## src/sv/assert_macros.svh

```systemverilog
// Assertion helpers shared by the decoder modules.
`ifndef ASSERT_MACROS_SVH
`define ASSERT_MACROS_SVH

// Clocked check, masked while reset is held.
`define AM_ASSERT(lbl, clk, rst_n, prop, msg) \
    lbl: assert property (@(posedge clk) disable iff (!rst_n) (prop)) else $error(msg);

// Clocked check that also holds during reset.
`define AM_ASSERT_ALWAYS(lbl, clk, prop, msg) \
    lbl: assert property (@(posedge clk) (prop)) else $error(msg);

`endif

```

## src/sv/cuvd_pkg.sv

```systemverilog
`default_nettype none

package cuvd_pkg;

    // Prefix byte thresholds
    localparam logic [7:0] PFX_TWO_BYTE  = 8'h80;
    localparam logic [7:0] PFX_FOUR_BYTE = 8'hC0;
    localparam logic [7:0] PFX_FIVE_BYTE = 8'hE0;

    // Value masks
    localparam logic [7:0]  MASK_7  = 8'h7F;
    localparam logic [31:0] MASK_14 = 32'h0000_3FFF;
    localparam logic [31:0] MASK_29 = 32'h1FFF_FFFF;

    // Total byte counts of a value, prefix included; zero means idle
    localparam logic [2:0] LEN_IDLE = 3'd0;
    localparam logic [2:0] LEN_TWO  = 3'd2;
    localparam logic [2:0] LEN_FOUR = 3'd4;
    localparam logic [2:0] LEN_FIVE = 3'd5;

    // Mask kinds
    localparam logic [1:0] KIND_NONE = 2'd0;
    localparam logic [1:0] KIND_14   = 2'd1;
    localparam logic [1:0] KIND_29   = 2'd2;
    localparam logic [1:0] KIND_32   = 2'd3;

    // Result status codes
    localparam logic ST_OK        = 1'b0;
    localparam logic ST_UNDERFLOW = 1'b1;

    typedef struct packed {
        logic [7:0] data_byte;
        logic       last_byte;
    } t_in_beat;

    typedef struct packed {
        logic [31:0] value;
        logic        status;
    } t_out_beat;

endpackage

`default_nettype wire

```

## src/sv/cuvd_core.sv

```systemverilog
`default_nettype none

module cuvd_core (
    input  wire logic               i_clk,
    input  wire logic               i_rst_n,
    input  wire logic               i_beat,
    input  wire cuvd_pkg::t_in_beat i_in,
    output logic                    o_res_valid,
    output cuvd_pkg::t_out_beat     o_res
);

`include "assert_macros.svh"

    logic [2:0]  r_exp, n_exp;
    logic [2:0]  r_seen, n_seen;
    logic [31:0] r_acc, n_acc;
    logic [1:0]  r_kind, n_kind;

    logic                res_v;
    cuvd_pkg::t_out_beat res;
    logic [2:0]          seen_inc;
    logic [31:0]         acc_sh;
    logic [31:0]         masked;

    assign seen_inc = r_seen + 3'd1;
    assign acc_sh   = {r_acc[23:0], i_in.data_byte};

    // Mask applied to the completed accumulator
    always_comb begin
        unique case (r_kind)
            cuvd_pkg::KIND_14: masked = acc_sh & cuvd_pkg::MASK_14;
            cuvd_pkg::KIND_29: masked = acc_sh & cuvd_pkg::MASK_29;
            default:           masked = acc_sh;
        endcase
    end

    // Next state and result for one byte
    always_comb begin
        n_exp  = r_exp;
        n_seen = r_seen;
        n_acc  = r_acc;
        n_kind = r_kind;
        res_v  = 1'b0;
        res    = '0;
        if (r_exp == cuvd_pkg::LEN_IDLE) begin
            if (i_in.data_byte < cuvd_pkg::PFX_TWO_BYTE) begin
                res_v        = 1'b1;
                res.value    = {24'd0, i_in.data_byte & cuvd_pkg::MASK_7};
                res.status   = cuvd_pkg::ST_OK;
            end else begin
                n_seen = 3'd1;
                if (i_in.data_byte < cuvd_pkg::PFX_FOUR_BYTE) begin
                    n_exp  = cuvd_pkg::LEN_TWO;
                    n_kind = cuvd_pkg::KIND_14;
                    n_acc  = {24'd0, i_in.data_byte};
                end else if (i_in.data_byte < cuvd_pkg::PFX_FIVE_BYTE) begin
                    n_exp  = cuvd_pkg::LEN_FOUR;
                    n_kind = cuvd_pkg::KIND_29;
                    n_acc  = {24'd0, i_in.data_byte};
                end else begin
                    n_exp  = cuvd_pkg::LEN_FIVE;
                    n_kind = cuvd_pkg::KIND_32;
                    n_acc  = '0;
                end
                if (i_in.last_byte) begin
                    res_v      = 1'b1;
                    res.status = cuvd_pkg::ST_UNDERFLOW;
                    n_exp      = cuvd_pkg::LEN_IDLE;
                    n_seen     = 3'd0;
                end
            end
        end else begin
            n_acc  = acc_sh;
            n_seen = seen_inc;
            if (seen_inc >= r_exp) begin
                res_v      = 1'b1;
                res.value  = masked;
                res.status = cuvd_pkg::ST_OK;
                n_exp      = cuvd_pkg::LEN_IDLE;
                n_seen     = 3'd0;
            end else if (i_in.last_byte) begin
                res_v      = 1'b1;
                res.status = cuvd_pkg::ST_UNDERFLOW;
                n_exp      = cuvd_pkg::LEN_IDLE;
                n_seen     = 3'd0;
            end
        end
    end

    // Control state
    always_ff @(posedge i_clk) begin
        if (!i_rst_n) begin
            r_exp  <= cuvd_pkg::LEN_IDLE;
            r_seen <= 3'd0;
        end else if (i_beat) begin
            r_exp  <= n_exp;
            r_seen <= n_seen;
        end
    end

    // Accumulator and mask kind
    always_ff @(posedge i_clk) begin
        if (i_beat) begin
            r_acc  <= n_acc;
            r_kind <= n_kind;
        end
    end

    assign o_res_valid = i_beat & res_v;
    assign o_res       = res;

    // Terms for the checks below
    logic exp_legal;
    logic seen_ok;
    logic uflow_res;

    assign exp_legal = (r_exp == cuvd_pkg::LEN_IDLE) || (r_exp == cuvd_pkg::LEN_TWO) ||
                       (r_exp == cuvd_pkg::LEN_FOUR) || (r_exp == cuvd_pkg::LEN_FIVE);
    assign seen_ok   = (r_exp == cuvd_pkg::LEN_IDLE) || (r_seen != 3'd0 && r_seen < r_exp);
    assign uflow_res = o_res_valid && (o_res.status == cuvd_pkg::ST_UNDERFLOW);

    `AM_ASSERT(a_len_legal, i_clk, i_rst_n, exp_legal, "illegal value length")
    `AM_ASSERT(a_seen_range, i_clk, i_rst_n, seen_ok, "byte count out of range")
    `AM_ASSERT(a_uflow_zero, i_clk, i_rst_n, uflow_res |-> (o_res.value == '0), "underflow not zero")

endmodule

`default_nettype wire

```

## src/sv/cuvd_obuf.sv

```systemverilog
`default_nettype none

module cuvd_obuf (
    input  wire logic                i_clk,
    input  wire logic                i_rst_n,
    input  wire logic                i_load,
    input  wire cuvd_pkg::t_out_beat i_res,
    output logic                     o_ready,
    output logic                     o_out_valid,
    input  wire logic                i_out_ready,
    output cuvd_pkg::t_out_beat      o_out_data
);

`include "assert_macros.svh"

    logic                r_valid, n_valid;
    cuvd_pkg::t_out_beat r_data;

    // Room for a new result when empty or draining this cycle
    assign o_ready = !r_valid || i_out_ready;

    always_comb begin
        if (i_load) begin
            n_valid = 1'b1;
        end else if (i_out_ready) begin
            n_valid = 1'b0;
        end else begin
            n_valid = r_valid;
        end
    end

    always_ff @(posedge i_clk) begin
        if (!i_rst_n) begin
            r_valid <= 1'b0;
        end else begin
            r_valid <= n_valid;
        end
    end

    always_ff @(posedge i_clk) begin
        if (i_load) begin
            r_data <= i_res;
        end
    end

    assign o_out_valid = r_valid;
    assign o_out_data  = r_data;

    `AM_ASSERT(a_load_has_room, i_clk, i_rst_n, i_load |-> o_ready, "result loaded over a pending beat")
    `AM_ASSERT(a_load_shows, i_clk, i_rst_n, i_load |=> (o_out_valid && o_out_data == $past(i_res)), "loaded result not presented")

endmodule

`default_nettype wire

```

## src/sv/compact_uint_stream_decoder.sv

```systemverilog
`default_nettype none

// Decodes prefix-length compact unsigned integers from a byte stream. Each
// input beat carries one byte and a last-byte flag; the first byte of a value
// selects one, two, four or five bytes. A result beat gives the 32-bit value
// with status 0, or value 0 with status 1 when the buffer ends mid-value.
// The decoder takes one byte per clock: the byte goes straight into the
// length counter and accumulator, and any result lands in a one-deep output
// register in the cycle after its last byte. Input ready drops only while
// that register holds a result the consumer has not taken.
module compact_uint_stream_decoder (
    input  wire logic                i_clk,
    input  wire logic                i_rst_n,
    input  wire logic                i_in_valid,
    output logic                     o_in_ready,
    input  wire cuvd_pkg::t_in_beat  i_in_data,
    output logic                     o_out_valid,
    input  wire logic                i_out_ready,
    output cuvd_pkg::t_out_beat      o_out_data
);

    logic                beat;
    logic                res_valid;
    cuvd_pkg::t_out_beat res;
    logic                obuf_ready;

    assign o_in_ready = obuf_ready;
    assign beat       = i_in_valid && obuf_ready;

    cuvd_core u_core (
        .i_clk       (i_clk),
        .i_rst_n     (i_rst_n),
        .i_beat      (beat),
        .i_in        (i_in_data),
        .o_res_valid (res_valid),
        .o_res       (res)
    );

    cuvd_obuf u_obuf (
        .i_clk       (i_clk),
        .i_rst_n     (i_rst_n),
        .i_load      (res_valid),
        .i_res       (res),
        .o_ready     (obuf_ready),
        .o_out_valid (o_out_valid),
        .i_out_ready (i_out_ready),
        .o_out_data  (o_out_data)
    );

endmodule

`default_nettype wire
```

## config.mk

```make
export PLATFORM = sky130hd
export DESIGN_NAME = compact_uint_stream_decoder
export DESIGN_NICKNAME = d
export VERILOG_FILES = /design/src/sv/cuvd_pkg.sv /design/src/sv/cuvd_core.sv /design/src/sv/cuvd_obuf.sv /design/src/sv/compact_uint_stream_decoder.sv
export VERILOG_INCLUDE_DIRS = /design/src /design/src/sv
export SDC_FILE = /design/constraint.sdc
export NUM_CORES = 1
export LEC_CHECK = 0
export BUFFER_PORTS_ARGS = -buffer_cell sky130_fd_sc_hd__buf_2
export CORE_MARGIN = 5
export CORE_UTILIZATION = 55
export DETAILED_ROUTE_END_ITERATION = 10
export PLACE_DENSITY = 0.84
export SLEW_MARGIN = 20
export SYNTH_ARGS = -nofsm -noshare
export SYNTH_HDL_FRONTEND = slang
export SYNTH_SLANG_ARGS = --single-unit
```

## constraint.sdc

```tcl
create_clock -name i_clk -period 3.3 [get_ports i_clk]
set_input_delay 0 -clock i_clk [delete_from_list [all_inputs] [get_ports i_clk]]
set_output_delay 0 -clock i_clk [all_outputs]
set_load 0.05 [all_outputs]
```

# ---- After elaboration in Yosys (flattened, before gate mapping)
# Cells that the tools add are included.
dict set report word_totals {
  reg_bits 66
  latchBits 0
  ramBits 0
  romBits 0
  input_bits 13
  out_inout_bits 35
  word_cells 55
  memories 0
}
dict set report classes {
  addsub 1
  multipliers 0
  n_div 0
  n_lt_le_gt_ge 4
  eq_ne 3
  shift 0
  mux 29
  bitwise 2
  reduce_logical 9
}
# operator n
set ops {}
lappend ops {{one-hot mux 32 bit (2 select lines)} 1}
lappend ops {{two-way mux 24 bit} 2}
lappend ops {{two-way mux 33 bit} 1}
lappend ops {{two-way mux 32 bit} 1}
lappend ops {{two-way mux 3 bit} 10}
lappend ops {{less-than comparator 8 bit, second input constant} 3}
lappend ops {{two-way mux 8 bit} 2}
lappend ops {{two-way mux 1 bit} 11}
lappend ops {{two-way mux 7 bit} 1}
lappend ops {{AND reduction 3 bit} 2}
lappend ops {{adder 3 x 1 -> 3 bit, second input constant} 1}
lappend ops {{>= comparator 3 bit} 1}
lappend ops {{zero test 3 bit} 1}
lappend ops {{nonzero test 3 bit} 1}
lappend ops {{equality test 2 x 1 -> 1 bit, second input constant} 1}
lappend ops {{equality test 2 bit, second input constant} 1}
lappend ops {{inequality test 2 bit, second input constant} 1}
lappend ops {{AND reduction 2 bit} 1}
lappend ops {{nonzero test 2 bit} 1}
lappend ops {{AND 1 bit} 1}
lappend ops {{logical AND 1 bit} 1}
lappend ops {{zero test 1 bit} 1}
lappend ops {{logical OR 1 bit} 1}
lappend ops {{NOT 1 bit} 1}

# ---- Longest topological paths before layout
dict set report depth {
  word_depth 6
  depth_mapped 8
  depth_no_buf 7
}

# ---- Hierarchy
# A second synthesis with hierarchy kept.
dict set report unflattened {
  hier_cells 182
  hier_area_um2 2758.9
}
# mod n_inst cells_per_inst area_each_um2 seq_area_each_um2
set by_module_without_submodules {}
lappend by_module_without_submodules {cuvd_core 1 144 1712.9 900.9}
lappend by_module_without_submodules {cuvd_obuf 1 37 1039.7 1011.0}
lappend by_module_without_submodules {compact_uint_stream_decoder 1 1 6.3 0.0}

# ---- Worst setup path after synthesis
# Ideal clock, no wire load.
dict set report synth_timing {
  path_kind {register to register}
  start {register u_core.r_seen[0]}
  end {register u_obuf.r_data, in the netlist u_obuf.o_out_data[0] (enable)}
  arrival_time_ps 2402
  required_time_ps 2912
  path_slack_ps 510
  path_stages_with_launch 9
  synth_period_minus_slack_ps 2790
  path_cell_list {dfxtp_1 -> ha_1 -> xor2_1 -> ha_1 -> nand2_1 -> o21a_1 -> buf_2 -> a21oi_2 -> o211a_1}
}
dict set report synth_via {
  elab_chain_len 5
}
# element line_no
set synth_lines {}
lappend synth_lines {{from (decl)} cuvd_core.sv:15} ;# logic [2:0] r_seen, n_seen;
lappend synth_lines {{from (signal assigned)} cuvd_core.sv:97} ;# r_seen <= n_seen;
lappend synth_lines {{adder 3 x 1 -> 3 bit} cuvd_core.sv:25} ;# assign seen_inc = r_seen + 3'd1;
lappend synth_lines {{>= comparator 3 bit} cuvd_core.sv:75} ;# if (seen_inc >= r_exp) begin
lappend synth_lines {{two-way mux 1 bit} cuvd_core.sv:75}
lappend synth_lines {{two-way mux 1 bit} cuvd_core.sv:45} ;# if (r_exp == cuvd_pkg::LEN_IDLE) begin
lappend synth_lines {{AND 1 bit} cuvd_core.sv:109} ;# assign o_res_valid = i_beat & res_v;
lappend synth_lines {{named net res_valid} compact_uint_stream_decoder.sv:23} ;# logic res_valid;
lappend synth_lines {{to (signal assigned)} cuvd_obuf.sv:42} ;# r_data <= i_res;
lappend synth_lines {{to (decl)} cuvd_obuf.sv:17} ;# cuvd_pkg::t_out_beat r_data;
# The timed path passes the listed nets, and every way through them passes these cells.
# A chain may end at the register's enable or synchronous reset.

# ---- Final worst setup path
dict set report layout_timing {
  start {register u_core.r_seen[0]}
  end {register u_obuf.r_data, in the netlist u_obuf.o_out_data[24] (enable)}
}
# The elaborated chain is that of the path after synthesis.

==> flow_summary_export.csv <==
group,metric,value,unit
worst_setup_path,critical_path_peak_fanout,33,
worst_setup_path,crit_path_frequent_cell,"ha_1",
die,start_util,57.16,%
synthesis,synth-edff-count,59,
die,fp.coreArea,4755,um^2
power_and_ir_drop,powerDensity,559.0,nW/um^2
timing,fin_skew,0.007664,ns
synthesis,synth_top_cell_by_area,"edfxtp_1",
job,drv_cap,0,
cts,cts_root_buffer,"clkbuf_8",
run_status,outcome,"finished, final reports clean",
final_layout,n_antenna_cell,0,
timing,fmax,364.2,MHz
final_layout,drive_gt1_share,29.25,%
drt,first_iter_violations,110,
drt,ant_nets,0,
worst_setup_path,critPathRequiredTime,3.28,ns
placed_design,hpwl,3.145,mm
final_layout,area_delta_synth_final,20.53,%
worst_setup_path,critPathTopFamily,"compound AO/OA/AOI/OAI gates",
drt,route.detailed.drc,0,
synthesis,ys.warnings.count,0,
timing,finalHoldViolCount,0,
final_layout,final_nets,266,
final_layout,seq_area,1912,um^2
timing,tns,0,ns
cts,cts_num_sinks,66,
placed_design,place_area,3020,um^2
worst_setup_path,cp-start-kind,"register",
die,die_area,6446,um^2
die,die_width,80.29,um
final_layout,layout.cells.non_filler,320,
hold_path,min-delay-start,"i_in_data[7]",
final_layout,design_area,3276,um^2
worst_setup_path,crit_chain,"ha_1, xor2_1, ha_1, nand2_1, o21a_1, a21oi_2, o211a_1, buf_4",
worst_setup_path,crit_buf_inv,1,
timing,tightest_slew,0.9486,ns
power_and_ir_drop,p_leak,0.001312,uW
synthesis,netlist_instances,186,
synthesis,ys.flop_type,"edfxtp_1",
die,die_h,80.29,um
synthesis,yosys_register_bits,66,
cts,numCtsBuffers,9,
placed_design,place_inst,297,
cts,cts_tree,"yes",
synthesis,synth_cell_types,38,
die,rows,25,
worst_setup_path,crit_path_max_incr_delay,0.38,ns
grt,track_usage,15.63,%
worst_setup_path,crit_type,"reg -> reg",
timing,max_slew_margin,36.69,%
cts,clock_latency,0.32,ns
synthesis,synth_area_leaders,"edfxtp_1, and2_1, dfxtp_1",
drt,firstDrtPassIters,4,
placed_design,io_buffers,47,
drt,vias,1644,
grt,grt_max_degree,34,
timing,rsz0062_at_grt,"false",
worst_setup_path,cp.arrival,2.72,ns
worst_setup_path,crit_start,"u_core.r_seen[0]",
timing,slew_viol_final,0,
final_layout,multiInputGateArea,755.7,um^2
synthesis,ys_seq_area_share,70.35,%
placed_design,gp_congestion,0.8268,
cts,postCtsSetupRepairBufs,0,
synthesis,syn_area,2718,um^2
cts,cts-resized-gates,0,
worst_setup_path,cp_slowest_cell,"a21oi_2",
grt,antenna_found_initial,0,
cts,htreeDepth,3,
timing,whs,0.02322,ns
cts,clk_path_buf_depth,2,
hold_path,hold_path_class,"in -> reg",
timing,fin_crit_sh,83.21,%
synthesis,async_flop_share,0,%
timing,fin_crit,2.746,ns
synthesis,synth_top_area_share,65.19,%
worst_setup_path,r2r_start,"u_core.r_seen[0]",
grt,grt-ovfl-total,0,
synthesis,synth_fp_nets,204,
final_layout,final_util,68.89,%
worst_setup_path,setup.worst_path.end_class,"register",
grt,grt_pass1_vias,1560,
timing,setup-violations-final,0,
cts,clkTransAtPathRegs,0.07,ns
final_layout,fill_cells,363,
synthesis,synth_area_per_cell,14.61,um^2
grt,grt_pass1_wl,7.383,mm
power_and_ir_drop,peakVddDrop,331.0,uV
drt,wl_per_cell,14.38,um
drt,wirelength,4.601,mm
die,ioPinCount,48,
drt,vias_per_cell,5.138,
==> registers in the layout (all words and copies together) (netlist names) <==
signal              flops
u_core.r_acc           24
u_core.r_exp            3
u_core.r_kind           2
u_core.r_seen           3
u_obuf.o_out_data      33
u_obuf.o_out_valid      1
==> routing by layer <==
layer	up-vias	GRT usage, %	wire, um
li1	795	-	-
met3	6	4.709	321
met2	67	24.42	2298
met1	776	20.08	1916
met4	0	7.095	64
met5	-	0	0
==> where the power goes <==
group | switching [uW] | internal [uW]
clock | 283 | 342
combinational | 174 | 58.1
sequential | 10.6 | 962
==> worst reg2reg max path: cells and delay by family, from the launching register on <==
kind | cells | cell delay (ns)
xor gates and xnor gates | 1 | 0.16
buffers and inverters | 1 | 0.36
and+or+nand+nor | 1 | 0.07
adders and majority gates | 2 | 0.54
AOI/OAI and AO/OA | 3 | 0.90
DFF | 1 | 0.36
==> cells in the final DEF, fill, tap and decap left out, types with 5 or more instances in the layout <==
cell and count:
nor2_1 5, and2b_2 5, and2_1 45, dlygate4sd3_1 7, nand2_1 6, ha_1 5
clkbuf_8 9, dfxtp_1 7, edfxtp_1 59, inv_1 7, buf_2 47
==> synth_stat cells, drive strengths merged, types with 2 or more instances <==
master and number:
edfxtp 59, nor3 4, dfxtp 7, inv 7, nor2b 4, and3 4, clkbuf 2, and2 45
ha 5, nor2 6, a21oi 4, nand4 2, a21boi 4, nand2 6, buf 2, nand4b 2
and2b 5, o21ai 3
==> logic make-up after synthesis <==
group,Yosys count,synth area share [%]
AOI/OAI and AO/OA,18,5.525
xor gates and xnor gates,1,0.3223
muxes,1,0.3683
buffers and inverters,11,1.842
and+or+nand+nor,84,19.29
DFF,66,70.35
adders and majority gates,5,2.302
==> path summary, 6_finish.rpt <==
check	to	slack, ns	depth (start not counted)
hold reg to reg	u_core.r_seen[1]	0.46	2
hold / removal	u_core.r_exp[2]	0.02	3
setup / recovery	u_obuf.o_out_data[24]	0.55	8
setup reg to reg	u_obuf.o_out_data[24]	0.55	8
==> stage by stage <==
stage	power, uW	setup WS [ns]
after floorplan	1161	0.5105
after global placement	1212	0.6927
after detailed placement	1219	0.5399
after CTS	1845	0.5522
after global routing	1906	0.3949
final	1831	0.5542
==> layout make-up <==
| class | count | area share [%] |
|---|---|---|
| Clock buffer | 10 | 3.896 |
| Timing Repair Buffer | 55 | 9.549 |
| Multi-Input combinational cell | 109 | 23.07 |
| Sequential cell | 66 | 58.37 |
| Tap cell | 67 | 2.559 |
| Clock inverter | 6 | 1.757 |
| Inverter | 7 | 0.8021 |
==> repair_timing <==
action,CTS,global route
hold endpoints to repair,14,0
endpoints found under the setup margin,0,0
hold buffers,7,0
(Power assumes the default switching activity.)
